`src/design/sha256_hash_engine_top_assert.svh`:
```
// Assertion macros for the hash engine.
`ifndef SHA256_HASH_ENGINE_TOP_ASSERT_SVH
`define SHA256_HASH_ENGINE_TOP_ASSERT_SVH
`ifndef NO_ASSERTIONS
`define SHA_ASSERT_IMPL(lbl, a, c) \
  lbl: assert property (@(posedge clk) disable iff (rst) (a) |-> (c)) else $error("sha check");
`define SHA_ASSERT_NEXT(lbl, a, c) \
  lbl: assert property (@(posedge clk) disable iff (rst) (a) |=> (c)) else $error("sha check");
`else
`define SHA_ASSERT_IMPL(lbl, a, c)
`define SHA_ASSERT_NEXT(lbl, a, c)
`endif
`endif

```
`src/design/sha256_pkg.sv`:
```
// ----------------------------------------------------------------------------
// SHA-256 package
// Constants, types and round functions shared by the engine.
// ----------------------------------------------------------------------------
`default_nettype none
package sha256_pkg;
  localparam int QueueDepth = 4;

  typedef struct packed {
    logic [31:0] data;
    logic [2:0]  cnt;
    logic        fin;
  } req_t;

  typedef enum logic [2:0] {
    ST_IDLE, ST_LOAD, ST_PAD, ST_ROUND, ST_ADD, ST_EMIT
  } state_t;

  function automatic logic [31:0] init_hash(input logic [2:0] i);
    case (i)
      3'd0: init_hash = 32'h6a09e667;
      3'd1: init_hash = 32'hbb67ae85;
      3'd2: init_hash = 32'h3c6ef372;
      3'd3: init_hash = 32'ha54ff53a;
      3'd4: init_hash = 32'h510e527f;
      3'd5: init_hash = 32'h9b05688c;
      3'd6: init_hash = 32'h1f83d9ab;
      default: init_hash = 32'h5be0cd19;
    endcase
  endfunction

  function automatic logic [31:0] round_const(input logic [5:0] i);
    logic [31:0] k [64];
    k = '{
      32'h428a2f98, 32'h71374491, 32'hb5c0fbcf, 32'he9b5dba5, 32'h3956c25b, 32'h59f111f1,
      32'h923f82a4, 32'hab1c5ed5, 32'hd807aa98, 32'h12835b01, 32'h243185be, 32'h550c7dc3,
      32'h72be5d74, 32'h80deb1fe, 32'h9bdc06a7, 32'hc19bf174, 32'he49b69c1, 32'hefbe4786,
      32'h0fc19dc6, 32'h240ca1cc, 32'h2de92c6f, 32'h4a7484aa, 32'h5cb0a9dc, 32'h76f988da,
      32'h983e5152, 32'ha831c66d, 32'hb00327c8, 32'hbf597fc7, 32'hc6e00bf3, 32'hd5a79147,
      32'h06ca6351, 32'h14292967, 32'h27b70a85, 32'h2e1b2138, 32'h4d2c6dfc, 32'h53380d13,
      32'h650a7354, 32'h766a0abb, 32'h81c2c92e, 32'h92722c85, 32'ha2bfe8a1, 32'ha81a664b,
      32'hc24b8b70, 32'hc76c51a3, 32'hd192e819, 32'hd6990624, 32'hf40e3585, 32'h106aa070,
      32'h19a4c116, 32'h1e376c08, 32'h2748774c, 32'h34b0bcb5, 32'h391c0cb3, 32'h4ed8aa4a,
      32'h5b9cca4f, 32'h682e6ff3, 32'h748f82ee, 32'h78a5636f, 32'h84c87814, 32'h8cc70208,
      32'h90befffa, 32'ha4506ceb, 32'hbef9a3f7, 32'hc67178f2};
    round_const = k[i];
  endfunction

  function automatic logic [31:0] ror(input logic [31:0] x, input int n);
    ror = (x >> n) | (x << (32 - n));
  endfunction
endpackage
`default_nettype wire

```
`src/design/sha256_front.sv`:
```
// ----------------------------------------------------------------------------
// SHA-256 front end
// Accepts requests, saturates the byte count and queues them for the core.
// ----------------------------------------------------------------------------
`default_nettype none
module sha256_front
  import sha256_pkg::*;
#(
  parameter int Depth = QueueDepth
) (
  input  wire logic        clk,
  input  wire logic        rst,
  input  wire logic        in_valid,
  output logic             in_ready,
  input  wire logic [31:0] data_word,
  input  wire logic [2:0]  byte_count,
  input  wire logic        end_of_message,
  output logic             q_valid,
  input  wire logic        q_ready,
  output req_t             q_req
);
  localparam int AW = (Depth > 1) ? $clog2(Depth) : 1;
  req_t            mem [Depth];
  logic [AW-1:0]   wp;
  logic [AW-1:0]   rp;
  logic [AW:0]     count;
  logic            push;
  logic            pop;
  req_t            req_in;

  always_comb begin
    req_in.data = data_word;
    req_in.cnt  = (byte_count > 3'd4) ? 3'd4 : byte_count;
    req_in.fin  = end_of_message;
  end

  assign in_ready = (count != (AW+1)'(Depth));
  assign q_valid  = (count != '0);
  assign push     = in_valid && in_ready;
  assign pop      = q_valid && q_ready;
  assign q_req    = mem[rp];

  always_ff @(posedge clk) begin
    if (push) begin
      mem[wp] <= req_in;
    end
  end

  always_ff @(posedge clk) begin
    if (rst) begin
      wp <= '0;
      rp <= '0;
      count <= '0;
    end else begin
      if (push) begin
        wp <= (wp == AW'(Depth - 1)) ? '0 : wp + 1'b1;
      end
      if (pop) begin
        rp <= (rp == AW'(Depth - 1)) ? '0 : rp + 1'b1;
      end
      count <= count + (AW+1)'(push) - (AW+1)'(pop);
    end
  end
endmodule
`default_nettype wire

```
`src/design/sha256_core.sv`:
```
// ----------------------------------------------------------------------------
// SHA-256 core
// Packs bytes into the block buffer, pads, runs 64 rounds per block and
// emits the digest.
// ----------------------------------------------------------------------------
`default_nettype none
module sha256_core
  import sha256_pkg::*;
(
  input  wire logic        clk,
  input  wire logic        rst,
  input  wire logic        q_valid,
  output logic             q_ready,
  input  wire req_t        q_req,
  output logic             out_valid,
  input  wire logic        out_ready,
  output logic [31:0]      digest_word,
  output logic [2:0]       word_index,
  output logic             last_word,
  output logic             busy
);
  state_t      state, state_next;
  logic [31:0] hw [8];
  logic [31:0] wv [8];
  logic [31:0] w  [16];
  logic [5:0]  fill;
  logic [63:0] bits;
  logic [5:0]  rnd;
  logic [2:0]  bcnt;
  logic [31:0] bdata;
  logic        bfin;
  logic        padded;
  logic        lenpend;
  logic        wrap;
  logic [2:0]  oidx;

  logic [7:0]  pbyte;
  logic        push_en;
  logic [31:0] wi;
  logic [31:0] t1;
  logic [31:0] t2;
  logic [31:0] x15;
  logic [31:0] x2;
  logic [31:0] s0;
  logic [31:0] s1;

  assign q_ready = (state == ST_IDLE);
  assign busy = (state != ST_IDLE);
  assign out_valid = (state == ST_EMIT);
  assign digest_word = hw[oidx];
  assign word_index = oidx;
  assign last_word = (oidx == 3'd7);

  always_comb begin
    x15 = w[1];
    x2  = w[14];
    wi  = (rnd < 6'd16) ? w[0] :
          ((ror(x2, 17) ^ ror(x2, 19) ^ (x2 >> 10)) + w[9] +
           (ror(x15, 7) ^ ror(x15, 18) ^ (x15 >> 3)) + w[0]);
    s1 = ror(wv[4], 6) ^ ror(wv[4], 11) ^ ror(wv[4], 25);
    s0 = ror(wv[0], 2) ^ ror(wv[0], 13) ^ ror(wv[0], 22);
    t1 = wv[7] + s1 + ((wv[4] & wv[5]) ^ (~wv[4] & wv[6])) + round_const(rnd) + wi;
    t2 = s0 + ((wv[0] & wv[1]) ^ (wv[0] & wv[2]) ^ (wv[1] & wv[2]));
  end

  always_comb begin
    pbyte = 8'h00;
    push_en = 1'b0;
    state_next = state;
    case (state)
      ST_IDLE: begin
        if (q_valid) begin
          state_next = ST_LOAD;
        end
      end
      ST_LOAD: begin
        if (bcnt != 3'd0) begin
          pbyte = bdata[31:24];
          push_en = 1'b1;
          if (fill == 6'd63) begin
            state_next = ST_ROUND;
          end
        end else if (bfin) begin
          state_next = ST_PAD;
        end else begin
          state_next = ST_IDLE;
        end
      end
      ST_PAD: begin
        push_en = 1'b1;
        if (!padded) begin
          pbyte = 8'h80;
        end else if (!wrap && fill >= 6'd56) begin
          pbyte = bits[63:56];
        end
        if (fill == 6'd63) begin
          state_next = ST_ROUND;
        end
      end
      ST_ROUND: begin
        if (rnd == 6'd63) begin
          state_next = ST_ADD;
        end
      end
      ST_ADD: begin
        if (bcnt != 3'd0) begin
          state_next = ST_LOAD;
        end else if (bfin && lenpend) begin
          state_next = ST_PAD;
        end else if (bfin) begin
          state_next = ST_EMIT;
        end else begin
          state_next = ST_IDLE;
        end
      end
      ST_EMIT: begin
        if (out_ready && oidx == 3'd7) begin
          state_next = ST_IDLE;
        end
      end
      default: state_next = ST_IDLE;
    endcase
  end

  always_ff @(posedge clk) begin
    if (rst) begin
      state <= ST_IDLE;
    end else begin
      state <= state_next;
    end
  end

  always_ff @(posedge clk) begin
    if (push_en) begin
      case (fill[1:0])
        2'd0: w[fill[5:2]][31:24] <= pbyte;
        2'd1: w[fill[5:2]][23:16] <= pbyte;
        2'd2: w[fill[5:2]][15:8]  <= pbyte;
        default: w[fill[5:2]][7:0] <= pbyte;
      endcase
    end else if (state == ST_ROUND) begin
      for (int i = 0; i < 15; i++) begin
        w[i] <= w[i+1];
      end
      w[15] <= wi;
    end
  end

  always_ff @(posedge clk) begin
    if (state == ST_ROUND) begin
      wv[7] <= wv[6];
      wv[6] <= wv[5];
      wv[5] <= wv[4];
      wv[4] <= wv[3] + t1;
      wv[3] <= wv[2];
      wv[2] <= wv[1];
      wv[1] <= wv[0];
      wv[0] <= t1 + t2;
    end else begin
      for (int i = 0; i < 8; i++) begin
        wv[i] <= hw[i];
      end
    end
  end

  always_ff @(posedge clk) begin
    if (rst) begin
      for (int i = 0; i < 8; i++) begin
        hw[i] <= init_hash(3'(i));
      end
      fill <= '0;
      bits <= '0;
      rnd <= '0;
      oidx <= '0;
      bcnt <= '0;
      bdata <= '0;
      bfin <= 1'b0;
      padded <= 1'b0;
      lenpend <= 1'b0;
      wrap <= 1'b0;
    end else begin
      if (state == ST_IDLE && q_valid) begin
        bdata <= q_req.data;
        bcnt <= q_req.cnt;
        bfin <= q_req.fin;
        bits <= bits + {58'd0, q_req.cnt, 3'd0};
        padded <= 1'b0;
        lenpend <= q_req.fin;
        wrap <= 1'b0;
      end
      if (push_en) begin
        fill <= fill + 6'd1;
        if (state == ST_LOAD) begin
          bdata <= {bdata[23:0], 8'h00};
          bcnt <= bcnt - 3'd1;
        end else if (!padded) begin
          padded <= 1'b1;
          wrap <= (fill >= 6'd56) && (fill != 6'd63);
        end else if (!wrap && fill >= 6'd56) begin
          bits <= {bits[55:0], bits[63:56]};
          if (fill == 6'd63) begin
            lenpend <= 1'b0;
          end
        end else if (fill == 6'd63) begin
          wrap <= 1'b0;
        end
      end
      if (state == ST_ROUND) begin
        rnd <= rnd + 6'd1;
      end
      if (state == ST_ADD) begin
        for (int i = 0; i < 8; i++) begin
          hw[i] <= hw[i] + wv[i];
        end
      end
      if (state == ST_EMIT && out_ready) begin
        oidx <= oidx + 3'd1;
        if (oidx == 3'd7) begin
          for (int i = 0; i < 8; i++) begin
            hw[i] <= init_hash(3'(i));
          end
          bits <= '0;
          fill <= '0;
          padded <= 1'b0;
          bfin <= 1'b0;
        end
      end
    end
  end
endmodule
`default_nettype wire

```
`src/design/sha256_hash_engine_top.sv`:
```
// ----------------------------------------------------------------------------
// Streaming SHA-256 engine.
// Input channel: in_valid/in_ready with data_word, byte_count (0..4, values
// above four count as four) and end_of_message. Output channel:
// out_valid/out_ready with digest_word, word_index and last_word.
// A four-entry request queue decouples the input from the hashing core, so
// up to four requests are taken while the core is busy.
// The core packs the message one byte at a time and compresses each full
// 64-byte block in 64 rounds followed by an add step; the single shared
// round unit serves every round, and the core takes requests only when idle.
// A final request is padded byte by byte and compressed, then the eight
// digest words are presented one per cycle while out_ready is high.
// When the receiver stalls, the current digest word holds and the core
// waits, and the queue fills and drops in_ready.
// Reset restores the initial hash values and clears the length and queue.
// ----------------------------------------------------------------------------
`default_nettype none
`include "sha256_hash_engine_top_assert.svh"
module sha256_hash_engine_top
  import sha256_pkg::*;
#(
  parameter int Depth = QueueDepth
) (
  input  wire logic        clk,
  input  wire logic        rst,
  input  wire logic        in_valid,
  output logic             in_ready,
  input  wire logic [31:0] data_word,
  input  wire logic [2:0]  byte_count,
  input  wire logic        end_of_message,
  output logic             out_valid,
  input  wire logic        out_ready,
  output logic [31:0]      digest_word,
  output logic [2:0]       word_index,
  output logic             last_word
);
  logic q_valid;
  logic q_ready;
  req_t q_req;
  logic busy;

  sha256_front #(.Depth(Depth)) u_front (
    .clk(clk), .rst(rst), .in_valid(in_valid), .in_ready(in_ready),
    .data_word(data_word), .byte_count(byte_count), .end_of_message(end_of_message),
    .q_valid(q_valid), .q_ready(q_ready), .q_req(q_req)
  );

  sha256_core u_core (
    .clk(clk), .rst(rst), .q_valid(q_valid), .q_ready(q_ready), .q_req(q_req),
    .out_valid(out_valid), .out_ready(out_ready), .digest_word(digest_word),
    .word_index(word_index), .last_word(last_word), .busy(busy)
  );

  `SHA_ASSERT_IMPL(a_out_busy, out_valid, busy)
  `SHA_ASSERT_IMPL(a_take_idle, q_valid && q_ready, !busy)
  `SHA_ASSERT_NEXT(a_last_done, out_valid && out_ready && last_word, !out_valid)
endmodule
`default_nettype wire
```
`config.mk`:
```
export PLATFORM = sky130hd
export DESIGN_NAME = sha256_hash_engine_top
export DESIGN_NICKNAME = d
export VERILOG_FILES = /design/src/design/sha256_pkg.sv /design/src/design/sha256_front.sv /design/src/design/sha256_core.sv /design/src/design/sha256_hash_engine_top.sv
export VERILOG_INCLUDE_DIRS = /design/src /design/src/design
export SDC_FILE = /design/constraint.sdc
export NUM_CORES = 2
export LEC_CHECK = 0
export ABC_AREA = 1
export BUFFER_PORTS_ARGS = -buffer_cell sky130_fd_sc_hd__buf_4
export CORE_MARGIN = 1
export CORE_UTILIZATION = 55
export CTS_BUF_LIST = sky130_fd_sc_hd__clkbuf_8 sky130_fd_sc_hd__clkbuf_16
export DETAILED_ROUTE_END_ITERATION = 8
export GPL_TIMING_DRIVEN = 0
export PLACE_DENSITY = 0.78
export SKIP_CTS_REPAIR_TIMING = 1
export SKIP_LAST_GASP = 1
export SLEW_MARGIN = 20
export SYNTH_ARGS = -nofsm -noshare
export SYNTH_HDL_FRONTEND = slang
export SYNTH_SLANG_ARGS = --single-unit
```
`constraint.sdc`:
```
create_clock -name clk -period 11.4 [get_ports clk]
set_input_delay 0 -clock clk [delete_from_list [all_inputs] [get_ports clk]]
set_output_delay 0 -clock clk [all_outputs]
set_load 0.01 [all_outputs]
```
; Yosys cells after proc, flatten, opt, wreduce, memory -nomap -nowiden
; Memories as Yosys holds them, arrays and structs flattened. A register that Yosys moved wholly into a read port is not among the register bits.
; Cells that the tools add are included.
[word_totals]
regBits = 128
ram_bits = 1168
rom_bits = 2048
inputBits = 40
out_inout_bits = 38
elab_cells = 284
mem_count = 5
[classes]
add_sub_neg = 27
magnitude_cmp = 4
n_eq_ne = 17
mux = 150
n_bitwise = 52
n_reduce_logical = 15
[memory_table]
columns = name, depth, word_bits, read_ports, rd_ports_with_merged_regs, write_ports, line_no
row1 = (no name shown), 64, 32, 1, 0, 0, sha256_pkg.sv:46  ; round_const = k[i];
row2 = u_core.w, 16, 32, 16, 0, 16, sha256_core.sv:25  ; logic [31:0] w [16];
row3 = u_core.hw, 8, 32, 9, 1, 8, sha256_core.sv:23  ; logic [31:0] hw [8];
row4 = u_core.wv, 8, 32, 8, 0, 8, sha256_core.sv:24  ; logic [31:0] wv [8];
row5 = u_front.mem, 4, 36, 1, 1, 1, sha256_front.sv:23  ; req_t mem [Depth];
[ops]
columns = cell, count
row1 = 2-to-1 mux 32 bit, 63
row2 = adder 32 bit, 18
row3 = 2-to-1 mux 64 bit, 7
row4 = XOR 32 bit, 9
row5 = AND 32 bit, 5
row6 = adder 64 x 6 -> 64 bit, 1
row7 = 2-to-1 mux 1 bit, 50
row8 = 2-to-1 mux 3 bit, 14
row9 = NOT 32 bit, 1
row10 = bitwise OR 10 x 32 -> 32 bit, 1
row11 = bitwise OR 13 x 32 -> 32 bit, 1
row12 = bitwise OR 14 x 32 -> 32 bit, 1
row13 = bitwise OR 15 x 32 -> 32 bit, 1
row14 = bitwise OR 19 x 32 -> 32 bit, 1
row15 = bitwise OR 21 x 32 -> 32 bit, 1
row16 = bitwise OR 25 x 32 -> 32 bit, 1
row17 = bitwise OR 26 x 32 -> 32 bit, 1
row18 = bitwise OR 30 x 32 -> 32 bit, 1
row19 = bitwise OR 7 x 32 -> 32 bit, 1
row20 = OR reduction 32 bit, 1
row21 = XOR 32 x 22 -> 32 bit, 1
row22 = XOR 32 x 29 -> 32 bit, 1
row23 = 2-to-1 mux 8 bit, 3
row24 = bitwise OR 1 bit, 24
row25 = other kinds (33), 57

; Logic depth before layout (Yosys ltp)
; An unclocked memory read counts as a cell.
[depth]
depth_word = 11
mapped_depth = 44
mapped_depth_nobuf = 43

; Cells and area by module
; From an unflattened synthesis, not the netlist that was laid out.
[hier_totals]
cells_unflattened = 10167
hier_area_um2 = 81848.5
[modules_own_cells]
columns = module, instances, cells_per_inst, area_per_inst_um2, seq_area_each_um2
row1 = sha256_core, 1, 9748, 75935.3, 29388.2
row2 = sha256_front, 1, 419, 5913.2, 4504.3

; Worst setup path after synthesis
; OpenSTA, ideal clock, no wires.
[synth_path]
kind = flip-flop to flip-flop
from = memory u_core.w[1][8]
to = memory u_core.wv[0][31]
setup_ns = 0.114
t_arrival_ns = 7.206
required_ns = 11.286
slack_ns = 4.081
stages_incl_launch_ff = 41
n_path_buf = 0
period_less_slack_ns = 7.319
cell_sequence = edfxtp_1 xnor2_1 xor2_1 inv_1 fa_1 inv_1 fa_1 inv_1 ha_1 fa_1 nand2_1 nand3_1 a21oi_1 inv_1 a21oi_1 o21ai_0 xor2_1 a21boi_0 [... 5 more ...] nor2_1 nand3_1 o221ai_1 a21oi_1 xor2_1 fa_1 ha_1 inv_1 o21bai_1 a21oi_1 o21ai_0 a21oi_1 nand2_1 xor2_1 inv_1 nand3_1 nand3_1 nand2_1
[synth_lines]
columns = element, line_no
row1 = "start, declared", sha256_core.sv:25
row2 = "end, declared", sha256_core.sv:24

==> flow_metrics.py <==
metrics = {
    "run_status": {
        "status": "finished, violations left",
        "violations": "negative hold slack",
    },
    "setup_path": {
        "path_max_fanout": 11,
        "cpPeakStageDelay_ns": 0.69,
        "crit_top_cell": "nand2_1",
        "cp-start-kind": "flop",
        "critPathKind": "reg2reg",
        "crit_path_end_kind": "flop",
        "crit_required_ns": 12.13,
        "critical_path_arrival_ns": 11.09,
        "slowest_stage": "xor2_1",
    },
    "clock_tree": {
        "root_buffer": "clkbuf_16",
        "cts_tree": "yes",
        "cts_made_buffers": 142,
        "clkLatencyLatePin_ns": 0.85,
        "clockBufferDepth": 3,
        "cts.sinks": 1301,
        "clkTransAtPathRegs_ns": 0.06,
        "htreeDepth": 4,
    },
    "detailed_routing": {
        "drcViolationCount": 0,
        "wl_per_cell_um": 28.5,
        "drtAntennaViolNets": 0,
        "vias": 79608,
        "via_per_inst": 6.34,
        "drt_iter0_drc": 12031,
        "wl_um": 357000,
        "firstDrtPassIters": 7,
    },
    "yosys": {
        "ys.flop_type": "edfxtp_1",
        "yosysWarnings": 0,
        "ys_seq_area_share_pct": 41.4,
        "synth.largest_area_cell": "edfxtp_1",
        "yosys-top-cells-area": "edfxtp_1 29%, dfxtp_1 13%, nand2_1 12%",
        "syn-cell-area_um2": 81800,
        "synth_edf_count": 784,
        "ys_ff_latch": 1301,
        "synth_top_area_share_pct": 28.8,
        "async_flop_share_pct": 0,
        "synth.net_count": 10854,
        "synth_area_per_cell_um2": 8.02,
        "ys_types": 67,
        "synth_cells": 10205,
    },
    "sta": {
        "final.setup.tns_ns": 0,
        "finClkSkew_ns": 0.0805,
        "fmax_ghz": 0.0966,
        "whs_ns": -0.0107,
        "slew_headroom_pct": 13.3,
        "worst_slew_pin_slew_ns": 1.30,
        "timing.final.crit_period_ns": 10.36,
        "slew_viol_final": 0,
        "hold_violations": 7,
        "setup_viol": 0,
        "post-route-period-util_pct": 90.8,
        "rsz0062_at_grt": "false",
    },
    "die": {
        "die-area_um2": 150000,
        "die_w_um": 388,
        "coreArea_um2": 148000,
        "io_pins": 78,
        "die_h_um": 388,
        "rows": 141,
        "start_util_pct": 55.4,
    },
    "grt": {
        "grt_max_degree": 54,
        "grt_use_total_pct": 46.1,
        "grt.overflow.total": 0,
        "grt_pass1_vias": 73658,
        "grt_antenna_before_repair": 25,
        "grt_pass1_wl_um": 501000,
    },
    "pwr": {
        "swShare_pct": 48.3,
        "p_total_w": 0.0234,
        "p_comb_share_pct": 56.0,
        "p_leak_nw": 39.2,
        "seqPwrFrac_pct": 23.8,
        "powerDensity_nw_per_um2": 259,
        "ir_worst_vdd_v": 0.000418,
        "internal_power_w": 0.0121,
        "clockPowerShare_pct": 20.2,
        "netSwitchingPower_w": 0.0113,
    },
    "layout": {
        "fillers": 12964,
        "multi_input_area_um2": 42000,
        "fin_area_um2": 90400,
        "final_cell_mix": "2564 x nand2_1, 1140 x inv_1, 1038 x o21ai_0",
        "seq_area_um2": 33900,
        "nNetsFinal": 11139,
        "drive_above_1_share_pct": 4.08,
        "final_common_cell": "nand2_1",
        "post-route-util_pct": 61.2,
        "syn2layout_area_growth_pct": 10.5,
    },
    "placement": {
        "portBuffers": 76,
        "place_area_um2": 85100,
        "place.gp.congestion": 1.14,
        "hpwlAfterDp_um": 283000,
    },
    "flow_run": {
        "maxCapViolCount": 0,
    },
    "min_path": {
        "hold_class": "in2reg",
    },
}
==> through the flow <==
stage,instances,worst slack (ns)
global route,12541,0.706
detailed placement,12226,1.42
floorplan,10205,4.08
CTS,12487,1.35
finish,12558,1.04
global placement,12211,1.26
==> routing by layer <==
metal  vias to the layer above  GRT usage, %  wire length [um]
met2                      6001          68.5            150000
met1                     37285          58.0            129000
met4                        14          31.6             30000
met5                         -             0                88
met3                      1444          13.4             47600
li1                      34864             -                 -
==> logic make-up (layout without fill, tap and decap cells) <==
group                    Yosys count  in the layout  share of synthesized area [%]
AO/OA/AOI/OAI                   2495           2495                           16.8
XOR/XNOR                         397            397                           4.25
adder cells (fa/ha/maj)          612            612                           11.2
buffers and inverters           1565           1967                           7.22
flip-flops                      1301           1301                           41.4
multiplexers                      20             20                          0.245
other                              0             21                              0
AND/OR/NAND/NOR                 3815           3815                           18.9
==> critical path: cells and delay by family, from the launching register on <==
family,cells,cell delay (ns)
DFF,1,0.54
and+or+nand+nor,12,2.48
adders and majority gates,7,3.36
AOI/OAI and AO/OA,10,2.13
buffers and inverters,3,1.06
xor gates and xnor gates,1,0.69
==> path summary, 6_finish.rpt <==
| path | slack [ns] | start | to | cells after the start |
|---|---|---|---|---|
| worst max-delay path | 1.04 | u_core.rnd[0] | u_core.wv[0][27] | 33 |
| worst max register to register | 1.04 | u_core.rnd[0] | u_core.wv[0][27] | 33 |
| worst min register to register | 0.47 | u_core.bits[1] | u_core.bits[1] | 2 |
| worst min-delay path | -0.01 | data_word[22] | u_front.mem[3][26] | 2 |
==> registers in the layout (all words and copies together) (netlist names), named ones only <==
name / flops
u_core.bcnt: 3
u_core.bdata: 32
u_core.bfin: 1
u_core.bits: 64
u_core.fill: 6
u_core.hw: 256
u_core.lenpend: 1
u_core.padded: 1
u_core.rnd: 6
u_core.state: 3
u_core.w: 512
u_core.word_index: 3
u_core.wrap: 1
u_core.wv: 256
u_front.count: 3
u_front.mem: 144
u_front.rp: 2
u_front.wp: 2
==> synthesized netlist by cell type (all sizes together) (4+ instances only) <==
master	number
nand2	2568
o21ai	1131
inv	1119
a21oi	862
edfxtp	784
nor2	646
dfxtp	517
ha	412
clkbuf	393
nand3	299
xor2	223
fa	197
xnor2	174
nor3	111
nand4	82
o211ai	79
a31oi	78
a21o	71
o21bai	51
or2	50
buf	45
o22ai	44
o21a	43
nor4	30
o221ai	29
a221oi	21
a21boi	20
mux2i	20
nand3b	16
o31ai	11
a32o	10
o2111ai	9
a211oi	8
clkinv	8
a2111oi	4
a31o	4
and2	4
and3	4
o32ai	4
==> power groups by stage <==
stage | combinational (W) | sequential (W) | clock, W
2_1_floorplan | 0.00879 | 0.00554 | 0
4_1_cts | 0.0126 | 0.00555 | 0.00469
3_3_place_gp | 0.0124 | 0.00565 | 0
3_5_place_dp | 0.0125 | 0.00565 | 0
6_report | 0.0131 | 0.00557 | 0.00472
5_1_grt | 0.0143 | 0.00557 | 0.00486
==> final cells by class <==
class | count | share of cell area [%]
well taps | 1930 | 2.67
repair buffers | 141 | 1.46
inverters | 1127 | 4.68
plain buffers | 438 | 1.87
clock buffers | 153 | 4.11
clock inverters | 108 | 1.13
multi-input cells | 7339 | 46.5
flip-flops and latches | 1301 | 37.5
diodes | 21 | 0.0581
No activity file was read; power rests on OpenSTA's default activity.
